[src/rtl/core/shrb_pkg.sv]
// types, codes and sizes shared by the source hit-rate blocker
// no dependencies
`timescale 1ns / 1ps
`default_nettype none

package shrb_pkg;

    localparam int TABLE_ENTRIES = 16;
    localparam int IDX_W         = (TABLE_ENTRIES > 1) ? $clog2(TABLE_ENTRIES) : 1;
    localparam logic [IDX_W-1:0] LAST_IDX = IDX_W'(TABLE_ENTRIES - 1);

    localparam int THR_W   = 14;
    localparam int WIN_W   = 24;
    localparam int COUNT_W = 16;
    localparam int CFG_W   = 24;
    localparam int CFG_IDX_W = 2;

    localparam logic [COUNT_W-1:0] COUNT_MAX = {COUNT_W{1'b1}};

    // configuration register indexes
    localparam logic [CFG_IDX_W-1:0] CFG_HIT_THRESHOLD = 2'd0;
    localparam logic [CFG_IDX_W-1:0] CFG_TIME_WINDOW   = 2'd1;

    // input function codes
    localparam logic [1:0] FUNC_HIT   = 2'd0;
    localparam logic [1:0] FUNC_BLOCK = 2'd1;

    // verdict codes
    localparam logic [2:0] VERDICT_INSTANT   = 3'd0;
    localparam logic [2:0] VERDICT_DOUBLE    = 3'd1;
    localparam logic [2:0] VERDICT_STALE     = 3'd2;
    localparam logic [2:0] VERDICT_WINDOW    = 3'd3;
    localparam logic [2:0] VERDICT_FULL_DROP = 3'd4;

    // one table entry
    typedef struct packed {
        logic [31:0]        address;
        logic [31:0]        first_seen;
        logic [COUNT_W-1:0] hit_count;
    } entry_t;

    // table write and valid-bit control
    typedef struct packed {
        logic             wr_en;
        logic [IDX_W-1:0] wr_addr;
        entry_t           wr_data;
        logic             set_en;
        logic             clr_en;
        logic [IDX_W-1:0] vld_idx;
    } tbl_ctl_t;

    // thresholds and windows with their multiples
    typedef struct packed {
        logic [THR_W-1:0] thr;
        logic [THR_W:0]   thr2;
        logic [THR_W+1:0] thr3;
        logic [WIN_W-1:0] win;
        logic [WIN_W+1:0] win3;
    } limits_t;

    // outcome of evaluating one entry
    typedef struct packed {
        logic       match;
        logic       is_free;
        logic       emit;
        logic       remove;
        logic [2:0] verdict;
    } eval_t;

    // result request from the sequencer to the output stage
    typedef struct packed {
        logic        push;
        logic        flush;
        logic [31:0] ip;
        logic [2:0]  verdict;
    } res_req_t;

    // output stage status
    typedef struct packed {
        logic can_push;
        logic flush_ok;
    } res_stat_t;

endpackage

`default_nettype wire

[src/rtl/core/shrb_table.sv]
// source table: entry memory with registered read and per-entry valid bits
// depends on shrb_pkg
`timescale 1ns / 1ps
`default_nettype none

module shrb_table
    import shrb_pkg::*;
(
    input  wire logic                     clk,
    input  wire logic                     rst_n,
    input  wire logic [IDX_W-1:0]         rd_addr,
    output entry_t                        rd_data,
    input  wire tbl_ctl_t                 ctl,
    output logic [TABLE_ENTRIES-1:0]      valid
);

    entry_t                   mem [TABLE_ENTRIES];
    entry_t                   rd_data_reg;
    logic [TABLE_ENTRIES-1:0] valid_reg;

    // entry memory, one write and one registered read
    always_ff @(posedge clk)
    begin
        if (ctl.wr_en)
        begin
            mem[ctl.wr_addr] <= ctl.wr_data;
        end
        rd_data_reg <= mem[rd_addr];
    end

    // valid bits, cleared at reset
    always_ff @(posedge clk or negedge rst_n)
    begin
        if (!rst_n)
        begin
            valid_reg <= '0;
        end
        else if (ctl.set_en)
        begin
            valid_reg[ctl.vld_idx] <= 1'b1;
        end
        else if (ctl.clr_en)
        begin
            valid_reg[ctl.vld_idx] <= 1'b0;
        end
    end

    assign rd_data = rd_data_reg;
    assign valid   = valid_reg;

endmodule

`default_nettype wire

[src/rtl/core/shrb_eval.sv]
// shared compare unit: address match during lookup, age and hit rules during sweep
// depends on shrb_pkg
`timescale 1ns / 1ps
`default_nettype none

module shrb_eval
    import shrb_pkg::*;
(
    input  wire logic        entry_valid,
    input  wire entry_t      entry,
    input  wire logic [31:0] ip,
    input  wire logic [31:0] now,
    input  wire limits_t     lim,
    output eval_t            res
);

    logic [31:0] age;
    logic        over_double;
    logic        over_triple;
    logic        over_single;
    logic        stale;
    logic        in_window;

    // age wraps modulo 2^32
    assign age         = now - entry.first_seen;
    assign over_double = entry.hit_count >= COUNT_W'(lim.thr2);
    assign over_triple = entry.hit_count >= COUNT_W'(lim.thr3);
    assign over_single = entry.hit_count >= COUNT_W'(lim.thr);
    assign stale       = age > 32'(lim.win3);
    assign in_window   = age <= 32'(lim.win);

    // rule selection
    always_comb
    begin
        res         = '0;
        res.match   = entry_valid && (entry.address == ip);
        res.is_free = !entry_valid;
        if (entry_valid)
        begin
            if (over_double)
            begin
                res.emit    = 1'b1;
                res.remove  = 1'b1;
                res.verdict = VERDICT_DOUBLE;
            end
            else if (stale)
            begin
                res.emit    = over_triple;
                res.remove  = 1'b1;
                res.verdict = VERDICT_STALE;
            end
            else if (in_window && over_single)
            begin
                res.emit    = 1'b1;
                res.remove  = 1'b1;
                res.verdict = VERDICT_WINDOW;
            end
        end
    end

endmodule

`default_nettype wire

[src/rtl/core/shrb_out.sv]
// result stage: one held result plus the output register, marks the final one
// depends on shrb_pkg
`timescale 1ns / 1ps
`default_nettype none

module shrb_out
    import shrb_pkg::*;
(
    input  wire logic        clk,
    input  wire logic        rst_n,
    input  wire res_req_t    req,
    output res_stat_t        stat,
    output logic             out_valid,
    input  wire logic        out_stall,
    output logic [31:0]      blocked_ip,
    output logic [2:0]       verdict,
    output logic             last
);

    logic        pend_valid_reg;
    logic [31:0] pend_ip_reg;
    logic [2:0]  pend_verdict_reg;
    logic        out_valid_reg;
    logic [31:0] out_ip_reg;
    logic [2:0]  out_verdict_reg;
    logic        out_last_reg;
    logic        out_free;

    assign out_free      = !out_valid_reg || !out_stall;
    assign stat.can_push = !pend_valid_reg || out_free;
    assign stat.flush_ok = !pend_valid_reg || out_free;

    // control flags
    always_ff @(posedge clk or negedge rst_n)
    begin
        if (!rst_n)
        begin
            pend_valid_reg <= 1'b0;
            out_valid_reg  <= 1'b0;
        end
        else
        begin
            if (req.push)
            begin
                pend_valid_reg <= 1'b1;
            end
            else if (req.flush && out_free)
            begin
                pend_valid_reg <= 1'b0;
            end
            if (pend_valid_reg && out_free && (req.push || req.flush))
            begin
                out_valid_reg <= 1'b1;
            end
            else if (out_free)
            begin
                out_valid_reg <= 1'b0;
            end
        end
    end

    // payload: a held result moves out when a newer one arrives or at the end
    always_ff @(posedge clk)
    begin
        if (req.push)
        begin
            pend_ip_reg      <= req.ip;
            pend_verdict_reg <= req.verdict;
        end
        if (pend_valid_reg && out_free && (req.push || req.flush))
        begin
            out_ip_reg      <= pend_ip_reg;
            out_verdict_reg <= pend_verdict_reg;
            out_last_reg    <= !req.push;
        end
    end

    assign out_valid  = out_valid_reg;
    assign blocked_ip = out_ip_reg;
    assign verdict    = out_verdict_reg;
    assign last       = out_last_reg;

endmodule

`default_nettype wire

[src/rtl/core/source_hit_rate_blocker.sv]
// top level of the source hit-rate blocker: sequencer and configuration
// depends on shrb_pkg, shrb_table, shrb_eval, shrb_out
`timescale 1ns / 1ps
`default_nettype none

// Keeps a table of TABLE_ENTRIES sources with first-seen time and hit count.
// One transaction is taken at a time; in_stall stays high until all its
// results are handed to the output register. A hit walks the table once to
// find the address or the lowest free entry, then passes through the table
// update state and a state that restarts the read; then every item sweeps
// all TABLE_ENTRIES entries one per cycle, unless a result that cannot be
// pushed holds the sweep, through the single compare unit and a registered
// memory read. Configuration is to be written only while idle, by the user;
// the block does not enforce it. No clearing pass is needed after reset.
module source_hit_rate_blocker
    import shrb_pkg::*;
(
    input  wire logic                 clk,
    input  wire logic                 rst_n,
    input  wire logic                 cfg_we,
    input  wire logic [CFG_IDX_W-1:0] cfg_index,
    input  wire logic [CFG_W-1:0]     cfg_data,
    input  wire logic                 in_valid,
    output logic                      in_stall,
    input  wire logic [1:0]           func,
    input  wire logic [31:0]          src_ip,
    input  wire logic [31:0]          now_seconds,
    output logic                      out_valid,
    input  wire logic                 out_stall,
    output logic [31:0]               blocked_ip,
    output logic [2:0]                verdict,
    output logic                      last
);

    typedef enum logic [5:0] {
        ST_IDLE   = 6'b000001,
        ST_SCAN   = 6'b000010,
        ST_UPDATE = 6'b000100,
        ST_PRIME  = 6'b001000,
        ST_SWEEP  = 6'b010000,
        ST_FLUSH  = 6'b100000
    } state_t;

    state_t           state_reg, state_next;
    logic [IDX_W-1:0] idx_reg, idx_next;
    logic [31:0]      ip_reg;
    logic [31:0]      now_reg;
    logic             found_reg, found_next;
    logic             free_found_reg, free_found_next;
    logic [IDX_W-1:0] slot_reg, slot_next;
    entry_t           match_reg, match_next;
    limits_t          lim_reg;

    entry_t                   rd_data;
    logic [TABLE_ENTRIES-1:0] valid;
    tbl_ctl_t                 tbl_ctl;
    eval_t                    ev;
    res_req_t                 req;
    res_stat_t                stat;
    logic                     accept;
    logic                     cur_valid;

    assign in_stall  = (state_reg != ST_IDLE);
    assign accept    = in_valid && !in_stall;
    assign cur_valid = valid[idx_reg];

    // configuration registers with precomputed multiples
    always_ff @(posedge clk or negedge rst_n)
    begin
        if (!rst_n)
        begin
            lim_reg.thr  <= THR_W'(6);
            lim_reg.thr2 <= (THR_W+1)'(12);
            lim_reg.thr3 <= (THR_W+2)'(18);
            lim_reg.win  <= WIN_W'(120);
            lim_reg.win3 <= (WIN_W+2)'(360);
        end
        else if (cfg_we)
        begin
            unique case (cfg_index)
                CFG_HIT_THRESHOLD:
                begin
                    lim_reg.thr  <= cfg_data[THR_W-1:0];
                    lim_reg.thr2 <= {cfg_data[THR_W-1:0], 1'b0};
                    lim_reg.thr3 <= {2'b00, cfg_data[THR_W-1:0]}
                                  + {1'b0, cfg_data[THR_W-1:0], 1'b0};
                end
                CFG_TIME_WINDOW:
                begin
                    lim_reg.win  <= cfg_data[WIN_W-1:0];
                    lim_reg.win3 <= {2'b00, cfg_data[WIN_W-1:0]}
                                  + {1'b0, cfg_data[WIN_W-1:0], 1'b0};
                end
                default:
                begin
                end
            endcase
        end
    end

    // sequencer state and counters
    always_ff @(posedge clk or negedge rst_n)
    begin
        if (!rst_n)
        begin
            state_reg      <= ST_IDLE;
            idx_reg        <= '0;
            found_reg      <= 1'b0;
            free_found_reg <= 1'b0;
        end
        else
        begin
            state_reg      <= state_next;
            idx_reg        <= idx_next;
            found_reg      <= found_next;
            free_found_reg <= free_found_next;
        end
    end

    // transaction payload and lookup results
    always_ff @(posedge clk)
    begin
        if (accept)
        begin
            ip_reg  <= src_ip;
            now_reg <= now_seconds;
        end
        slot_reg  <= slot_next;
        match_reg <= match_next;
    end

    // sequencer
    always_comb
    begin
        state_next      = state_reg;
        idx_next        = idx_reg;
        found_next      = found_reg;
        free_found_next = free_found_reg;
        slot_next       = slot_reg;
        match_next      = match_reg;
        tbl_ctl         = '0;
        req             = '0;
        req.ip          = ip_reg;
        req.verdict     = VERDICT_INSTANT;

        unique case (state_reg)
            ST_IDLE:
            begin
                idx_next = '0;
                if (accept)
                begin
                    found_next      = 1'b0;
                    free_found_next = 1'b0;
                    if (func == FUNC_HIT)
                    begin
                        state_next = ST_SCAN;
                    end
                    else
                    begin
                        state_next = ST_SWEEP;
                        if (func == FUNC_BLOCK)
                        begin
                            req.push    = 1'b1;
                            req.ip      = src_ip;
                            req.verdict = VERDICT_INSTANT;
                        end
                    end
                end
            end

            ST_SCAN:
            begin
                if (ev.match)
                begin
                    found_next = 1'b1;
                    slot_next  = idx_reg;
                    match_next = rd_data;
                    state_next = ST_UPDATE;
                end
                else
                begin
                    if (ev.is_free && !free_found_reg)
                    begin
                        free_found_next = 1'b1;
                        slot_next       = idx_reg;
                    end
                    if (idx_reg == LAST_IDX)
                    begin
                        state_next = ST_UPDATE;
                    end
                    else
                    begin
                        idx_next = idx_reg + 1'b1;
                    end
                end
            end

            ST_UPDATE:
            begin
                idx_next = '0;
                if (found_reg)
                begin
                    tbl_ctl.wr_en   = 1'b1;
                    tbl_ctl.wr_addr = slot_reg;
                    tbl_ctl.wr_data = match_reg;
                    if (match_reg.hit_count != COUNT_MAX)
                    begin
                        tbl_ctl.wr_data.hit_count = match_reg.hit_count + 1'b1;
                    end
                    state_next = ST_PRIME;
                end
                else if (free_found_reg)
                begin
                    tbl_ctl.wr_en              = 1'b1;
                    tbl_ctl.wr_addr            = slot_reg;
                    tbl_ctl.wr_data.address    = ip_reg;
                    tbl_ctl.wr_data.first_seen = now_reg;
                    tbl_ctl.wr_data.hit_count  = COUNT_W'(1);
                    tbl_ctl.set_en             = 1'b1;
                    tbl_ctl.vld_idx            = slot_reg;
                    state_next                 = ST_PRIME;
                end
                else if (stat.can_push)
                begin
                    // table full, report the dropped hit
                    req.push    = 1'b1;
                    req.verdict = VERDICT_FULL_DROP;
                    state_next  = ST_PRIME;
                end
            end

            ST_PRIME:
            begin
                // read of entry zero starts after the update has landed
                idx_next   = '0;
                state_next = ST_SWEEP;
            end

            ST_SWEEP:
            begin
                if (!(ev.emit && !stat.can_push))
                begin
                    tbl_ctl.clr_en = ev.remove;
                    tbl_ctl.vld_idx = idx_reg;
                    req.push       = ev.emit;
                    req.ip         = rd_data.address;
                    req.verdict    = ev.verdict;
                    if (idx_reg == LAST_IDX)
                    begin
                        state_next = ST_FLUSH;
                    end
                    else
                    begin
                        idx_next = idx_reg + 1'b1;
                    end
                end
            end

            ST_FLUSH:
            begin
                req.flush = 1'b1;
                if (stat.flush_ok)
                begin
                    state_next = ST_IDLE;
                end
            end

            default:
            begin
                state_next = ST_IDLE;
            end
        endcase
    end

    shrb_table u_table (
        .clk     (clk),
        .rst_n   (rst_n),
        .rd_addr (idx_next),
        .rd_data (rd_data),
        .ctl     (tbl_ctl),
        .valid   (valid)
    );

    shrb_eval u_eval (
        .entry_valid (cur_valid),
        .entry       (rd_data),
        .ip          (ip_reg),
        .now         (now_reg),
        .lim         (lim_reg),
        .res         (ev)
    );

    shrb_out u_out (
        .clk        (clk),
        .rst_n      (rst_n),
        .req        (req),
        .stat       (stat),
        .out_valid  (out_valid),
        .out_stall  (out_stall),
        .blocked_ip (blocked_ip),
        .verdict    (verdict),
        .last       (last)
    );

endmodule

`default_nettype wire

[config.mk]
export PLATFORM = sky130hd
export DESIGN_NAME = source_hit_rate_blocker
export DESIGN_NICKNAME = d
export VERILOG_FILES = /design/src/rtl/core/shrb_pkg.sv /design/src/rtl/core/shrb_table.sv /design/src/rtl/core/shrb_eval.sv /design/src/rtl/core/shrb_out.sv /design/src/rtl/core/source_hit_rate_blocker.sv
export SDC_FILE = /design/constraint.sdc
export NUM_CORES = 2
export LEC_CHECK = 0
export ABC_AREA = 1
export ABC_CLOCK_PERIOD_IN_PS = 10400
export BUFFER_PORTS_ARGS = -buffer_cell sky130_fd_sc_hd__buf_2
export CORE_UTILIZATION = 55
export DETAILED_ROUTE_END_ITERATION = 12
export PLACE_DENSITY = 0.71
export RECOVER_POWER = 25
export SLEW_MARGIN = 30
export SYNTH_ARGS = -nofsm -noshare
export SYNTH_HDL_FRONTEND = slang
export SYNTH_SLANG_ARGS = --single-unit
export TNS_END_PERCENT = 30
[constraint.sdc]
create_clock -name clk -period 10.4 [get_ports clk]
set_input_delay 1.04 -clock clk [delete_from_list [all_inputs] [get_ports clk]]
set_output_delay 1.04 -clock clk [all_outputs]
set_load 0.03 [all_outputs]
## Yosys cells after proc, flatten, opt, wreduce, memory -nomap -nowiden

Memory sizes are Yosys's and may differ from the RTL's. A register that Yosys moved wholly into a read port is not among the register bits.
Cells that the tools add are included.

- Flip-flop bits (word level): 329
- Bits in latches: 0
- Bits in writable memories: 1280
- Memory bits (read-only): 0
- Input bits: 97
- Logic and storage cells: 162
- Memories: 1

- $add $sub $neg: 5
- Multipliers: 0
- Divide/modulo/power cells: 0
- $lt $le $gt $ge: 8
- Eq/ne operators: 21
- Shift-type cells: 0
- Multiplexer cells: 67
- Bitwise logic cells: 3
- Reduce and logical (&&, ||, !) cells: 35

Memory list:

| name | depth | width | rd ports | clocked after memory_dff | write ports | line | source |
|---|---|---|---|---|---|---|---|
| u_table.mem | 16 | 80 | 1 | 1 | 1 | shrb_table.sv:17 | `entry_t mem [TABLE_ENTRIES];` |

Operator list:

| cell | number |
|---|---|
| 2-to-1 mux 86 bit | 2 |
| 2-to-1 mux 35 bit | 4 |
| 2-to-1 mux 85 bit | 1 |
| case mux 32 bit (2 select lines) | 1 |
| 2-to-1 mux 6 bit | 9 |
| 2-to-1 mux 16 bit | 3 |
| case mux 6 bit (6 select lines) | 1 |
| equality test 32 bit | 1 |
| > comparator 32 x 26 -> 1 bit | 1 |
| less-or-equal comparator 32 x 24 -> 1 bit | 1 |
| subtractor 32 bit | 1 |
| 2-to-1 mux 5 bit | 6 |
| 2-to-1 mux 4 bit | 7 |
| adder 24 x 25 -> 26 bit | 1 |
| 2-to-1 mux 1 bit | 22 |
| adder 14 x 15 -> 16 bit | 1 |
| adder 16 x 1 -> 16 bit (second input constant) | 1 |
| bitwise AND 16 bit | 1 |
| greater-or-equal comparator 16 x 14 -> 1 bit | 1 |
| greater-or-equal comparator 16 x 15 -> 1 bit | 1 |
| greater-or-equal comparator 16 bit | 1 |
| != test 16 bit (second input constant) | 1 |
| inverter 16 bit | 1 |
| OR 16 bit | 1 |
| 33 further kinds | 69 |

## Longest topological paths before layout

- Depth in word-level cells: 18
- Depth in mapped cells: 38

## Hierarchy

From an unflattened synthesis, not the netlist that was laid out.

- Cell total of the unflattened synthesis: 7774
- Area, all modules: 76646.0 µm²

By module, submodules not included:

| module | instances | cells each | area an instance (µm²) | sequential area each (µm²) |
|---|---|---|---|---|
| shrb_table | 1 | 5335 | 56832.0 | 40438.8 |
| source_hit_rate_blocker | 1 | 1352 | 12095.4 | 6712.7 |
| shrb_eval | 1 | 1002 | 5474.0 | 0.0 |
| shrb_out | 1 | 85 | 2244.7 | 2182.1 |

## Worst setup path after synthesis

OpenSTA, ideal clock, no wires.

- Kind: flip-flop to flip-flop
- Start: register state_reg[0]
- End: register u_out.out_ip_reg[0], in the netlist u_out.blocked_ip[0] (enable)
- Library setup time: 0.429 ns
- Arrival: 7.037 ns
- Data required time: 9.971 ns
- Slack: 2.933 ns
- Stages on the path, launching flop included: 11
- Buffers on the path: 0
- Period minus slack after synthesis: 7.467 ns
- Cells stage by stage: dfstp_2 > inv_1 > nor4_1 > inv_1 > nor2_1 > nand2_1 > o21ai_0 > nor2_1 > inv_1 > o21ai_0 > nor2_1

RTL lines:

| what | line | source |
|---|---|---|
| start, declared | source_hit_rate_blocker.sv:44 | `state_t state_reg, state_next;` |
| start signal, assigned | source_hit_rate_blocker.sv:113 | `state_reg <= state_next;` |
| end signal, assigned | shrb_out.sv:72 | `out_ip_reg <= pend_ip_reg;` |
| end, declared | shrb_out.sv:24 | `logic [31:0] out_ip_reg;` |

## Worst setup path in the final report

- Start: register now_reg[0]
- End: register, netlist name u_table.rd_data[18]

- Longest elaborated chain between the ends: 10
- Elaborated cells between the ends (all ways): 11
- Those cells by class: add/sub (1); order compare (2); mux (6); reduce/logical (2)

Ends and longest elaborated chain:

| what | line | source |
|---|---|---|
| start, declared | source_hit_rate_blocker.sv:47 | `logic [31:0] now_reg;` |
| start signal, assigned | source_hit_rate_blocker.sv:126 | `now_reg <= now_seconds;` |
| subtractor 32 bit * | shrb_eval.sv:25 | `assign age = now - entry.first_seen;` |
| less-or-equal comparator 32 x 24 -> 1 bit | shrb_eval.sv:30 | `assign in_window = age <= 32'(lim.win);` |
| logical AND 1 bit | shrb_eval.sv:52 | `else if (in_window && over_single)` |
| 2-to-1 mux 5 bit | shrb_eval.sv:52 |  |
| 2-to-1 mux 5 bit * | shrb_eval.sv:46 | `else if (stale)` |
| 2-to-1 mux 5 bit * | shrb_eval.sv:40 | `if (over_double)` |
| 2-to-1 mux 5 bit * | shrb_eval.sv:38 | `if (entry_valid)` |
| logical AND 1 bit * | source_hit_rate_blocker.sv:241 | `if (!(ev.emit && !stat.can_push))` |
| 2-to-1 mux 4 bit * | source_hit_rate_blocker.sv:241 |  |
| case mux 4 bit (3 select lines) * | source_hit_rate_blocker.sv:146 | `unique case (state_reg)` |

Every way passes the cells marked *; elsewhere a longest branch is shown, timed or not.
A chain may end at the register's enable or synchronous reset.

==> metrics.md <==
| Metric | Value |
|---|---|
| Net count after synthesis | `7,644` |
| Largest area contributor in the synthesized netlist | `sky130_fd_sc_hd__edfxtp_1` |
| Detailed-route DRC error count | `0` |
| Number of failing hold endpoints at the final stage | `0` |
| Setup Fix Bufs, Post-CTS | `0` |
| Drt total wl | `approximately 210,000 um` |
| GR Util All Layers | `28.99%` |
| Filler instances | `between 10,000 and 15,000` |
| Fin crit period | `just under 8 ns` |
| Setup crit end kind | `flip-flop` |
| Number of max-slew violations in the final report | `~520` |
| Violated checks | `capacitance limit, slew limit` |
| Growth of design area from synthesis to finish | `9.814%` |
| IO Pins | `135` |
| Cell count after placement | `9,111` |
| Number of distinct library cells after synthesis | `59` |
| Vias after detailed routing | `54,410` |
| IR Drop Worst-Case VDD | `544.3 uV` |
| Reg clk slew, reported paths | `about 0.060 ns` |
| Simple-gate share of the synthesized area | `about a fifth` |
| Reported leakage power | `around 36 nW` |
| Residual overflow from global routing | `0` |
| Pint | `15.77 mW` |
| Period Utilization, post-route | `74.00%` |
| Synth Area in XOR/XNOR | `less than 1%` |
| Starting DRC count in detailed routing | `roughly 7,100` |
| Total non-filler cell area in the finished layout | `84,980 sq um` |
| Clk sink count | `between 1,500 and 2,000` |
| Longest individual stage delay on the worst path | `between 0.8 and 0.9 ns` |
| Clock share of power | `between 20% and 30%` |
| Post-DP HPWL | `roughly 110,000 um` |
| Dominant register cell in the synthesized netlist | `sky130_fd_sc_hd__edfxtp_1` |
| Post-Route Utilization | `60.91%` |
| Compound-Gate Fraction of Synth Area | `under 10%` |
| H-tree depth reported by CTS | `4` |
| Switching power as a share of total power | `a little under half` |
| Power density normalized to cell area | `roughly 350 nW/um^2` |
| Setup skew after layout | `between 0.03 and 0.04 ns` |
| Maximum number of pins on one net before global-route repair | `203` |
| Synth area leaders | `sky130_fd_sc_hd__edfxtp_1, sky130_fd_sc_hd__nand3_1, sky130_fd_sc_hd__inv_1` |
| Placed Instance Area | `79,440 sq um` |
| Core box area | `around 140,000 sq um` |
| Number of buffers inserted during clock tree synthesis | `171` |
| RSZ-0062 raised after global routing | `no` |
| Post-layout net count | `between 7,000 and 8,000` |
| Vias in the first global route | `51,780` |
| Most frequent standard cell in the layout excluding fill and tap cells | `sky130_fd_sc_hd__nand3_1` |
| HP Class | `input pin to flip-flop` |
| Filler-free cell count of the finished design | `around 9,400` |
| Fraction of post-synthesis cell area in the top cell type by area | `between 50% and 60%` |
| Multiplexer share of the synthesized area | `0%` |
| Final weighted congestion in routability-driven placement | `roughly 0.93` |
| Result of the run | `finished, violations left` |
| Total number of yosys warnings | `0` |
| Switching component of the power | `around 14 mW` |
| Max reg flops | `about 1,300` |
| TritonCTS clock tree | `yes` |
| Antenna violation net count after detailed routing | `0` |
| Number of input and output port buffers inserted | `~130` |
| Vias per cell | `5.766` |
| Fraction of registers with async set/reset | `about 6.4%` |
| Leading cell types in the layout, fill and taps excluded | `sky130_fd_sc_hd__nand3_1, sky130_fd_sc_hd__edfxtp_1, sky130_fd_sc_hd__inv_1` |
| Worst Setup Slack, final | `2.704 ns` |
| Vertical die dimension | `roughly 380 um` |
| Count of instances resized after the clock tree is built | `0` |
| Horizontal die dimension | `about 380 um` |
| Wire length of the first global-routing pass | `roughly 310,000 um` |
| Slew of the pin with the lowest slew margin | `4.437 ns` |
| Final setup violation count | `0` |
| Clock root buffer | `sky130_fd_sc_hd__clkbuf_16` |
| Setup Slack @ Placement | `2.838 ns` |
| Synthesized area per cell | `10.47 sq um` |
| Standard-cell rows | `between 100 and 150` |
| Sequential share of the synthesized area | `63.75%` |
| Die Area | `~140,000 sq um` |
| Required time of the critical path | `11.13 ns` |
| Detailed-routing iteration count for the pre-antenna-repair pass | `7` |
| Worst slew margin relative to its limit | `-195.8%` |
| Post-Syn Instances | `between 7,000 and 8,000` |
| Sum of negative setup slack | `0 ns` |
| Routed WL per cell | `21.90 um` |
| Worst-Skew Late Latency | `about 0.85 ns` |
| Ratio of cells with drive above 1 in the final layout | `under 10%` |
| Critical Path Fanout Max | `46` |
| Combinational share of power | `between 50% and 60%` |
| Number of flops mapped to enable cells by yosys | `1,499` |
| Smallest hold slack | `0.3711 ns` |
| Maximum capacitance violations | `13` |
| Yosys reg bits | `about 1,700` |
| Maximum achievable frequency | `between 100 and 150 MHz` |
| Antenna violations before repair | `0` |
| Part of the total power dissipated in sequential elements | `roughly 28%` |
| Adder-cell share of the synthesized area | `under 10%` |
| Dominant combinational cell family by area after synthesis | `simple AND/OR/NAND/NOR gates` |
| Mapped cell area | `slightly below 80,000 sq um` |
| Sort of element at the start of the critical path | `flip-flop` |
| Path type of the worst setup path | `flip-flop to flip-flop` |
| Maximum root-to-sink buffer count | `3` |
| Initial core utilization | `55.46%` |
| Hold buffers post-CTS | `0` |
| Most repeated library cell on the critical path | `sky130_fd_sc_hd__nand2_1` |
| Cell at the slowest stage of the critical path | `sky130_fd_sc_hd__buf_4` |
| Data arrival, critical path | `between 8 and 9 ns` |
| Design Power | `roughly 30 mW` |
path summary, 6_finish.rpt:
check	depth (start not counted)	to	start	slack (ns)
worst max-delay path	33	u_table.rd_data[18]$_DFF_P_	now_reg[0]$_DFFE_PP_	2.70
worst min-delay path	1	now_reg[1]$_DFFE_PP_	now_seconds[1]	0.37
worst max register to register	33	u_table.rd_data[18]$_DFF_P_	now_reg[0]$_DFFE_PP_	2.70
worst min register to register	0	u_out.blocked_ip[24]$_DFFE_PP_	u_out.pend_ip_reg[24]$_DFFE_PP_	0.42
max in group asynchronous	2	u_out.out_valid$_DFFE_PN0P_	rst_n	5.05
min in group asynchronous	1	lim_reg[36]$_DFFE_PN0P_	rst_n	1.22
power groups by stage:
stage / sequential (mW) / clock [mW] / combinational [mW]
CTS: 8.38 / 6.26 / 14.7
detailed placement: 8.51 / 0 / 14.7
floorplan: 8.35 / 0 / 11.1
global route: 8.42 / 6.51 / 16.4
global placement: 8.51 / 0 / 14.4
finish: 8.39 / 6.21 / 15.0
cell families after synthesis:
| group | count (synthesis) |
|---|---|
| AO/OA/AOI/OAI | 480 |
| AND/OR/NAND/NOR | 3307 |
| buffers and inverters | 1711 |
| flip-flops | 1687 |
| adder cells (fa/ha/maj) | 153 |
| XOR/XNOR | 56 |
worst max-delay path, delay by kind of cell, from the launching register on:
kind	cells	cell delay, ns
compound gates	4	0.73
xor+xnor	1	0.28
fa+ha+maj	3	0.95
buf+inv	6	2.22
flops	1	0.36
simple gates	19	2.89
cells in the mapped netlist, types with 5 or more instances:
cell type and number:
sky130_fd_sc_hd__buf_6 41, sky130_fd_sc_hd__a211oi_1 5, sky130_fd_sc_hd__nor2_1 170, sky130_fd_sc_hd__o21ai_1 5, sky130_fd_sc_hd__nand3_1 1504, sky130_fd_sc_hd__dfstp_2 13, sky130_fd_sc_hd__nand2_2 10, sky130_fd_sc_hd__clkbuf_1 135
sky130_fd_sc_hd__nand4_1 23, sky130_fd_sc_hd__nand2_1 1222, sky130_fd_sc_hd__nor3_1 16, sky130_fd_sc_hd__xnor2_1 20, sky130_fd_sc_hd__a22o_1 33, sky130_fd_sc_hd__inv_1 1316, sky130_fd_sc_hd__o21bai_1 7, sky130_fd_sc_hd__a21oi_1 122
sky130_fd_sc_hd__nor4_1 10, sky130_fd_sc_hd__o21ai_0 222, sky130_fd_sc_hd__a22oi_1 33, sky130_fd_sc_hd__a32o_1 9, sky130_fd_sc_hd__dfxtp_1 80, sky130_fd_sc_hd__buf_4 33, sky130_fd_sc_hd__ha_1 151, sky130_fd_sc_hd__edfxtp_1 1499
sky130_fd_sc_hd__nor2_2 10, sky130_fd_sc_hd__buf_2 161, sky130_fd_sc_hd__buf_1 16, sky130_fd_sc_hd__xor2_1 36, sky130_fd_sc_hd__nand3b_1 322, sky130_fd_sc_hd__a31oi_1 13, sky130_fd_sc_hd__dfrtp_1 95, sky130_fd_sc_hd__inv_2 6
routing by layer:
| layer | GRT usage, % | up-vias | part of all wire (%) |
|---|---|---|---|
| li1 | - | 24960 | - |
| met1 | 41.08 | 26250 | 41 |
| met2 | 45.60 | 2785 | 46 |
| met3 | 4.681 | 420 | 9.9 |
| met4 | 9.879 | 0 | 3.0 |
| met5 | 0 | - | 0 |
final cells by class:
type	count	area, sq um	area share (%)
inverters	1323	4974	5.852
flip-flops and latches	1687	49330	58.05
diodes	2	5.005	0.005889
clock inverters	83	984.7	1.159
multi-input cells	3996	21160	24.90
repair buffers	232	1470	1.730
well taps	1876	2347	2.762
clock buffers	237	4707	5.539
Note: power is estimated with default switching activity, not from simulation.
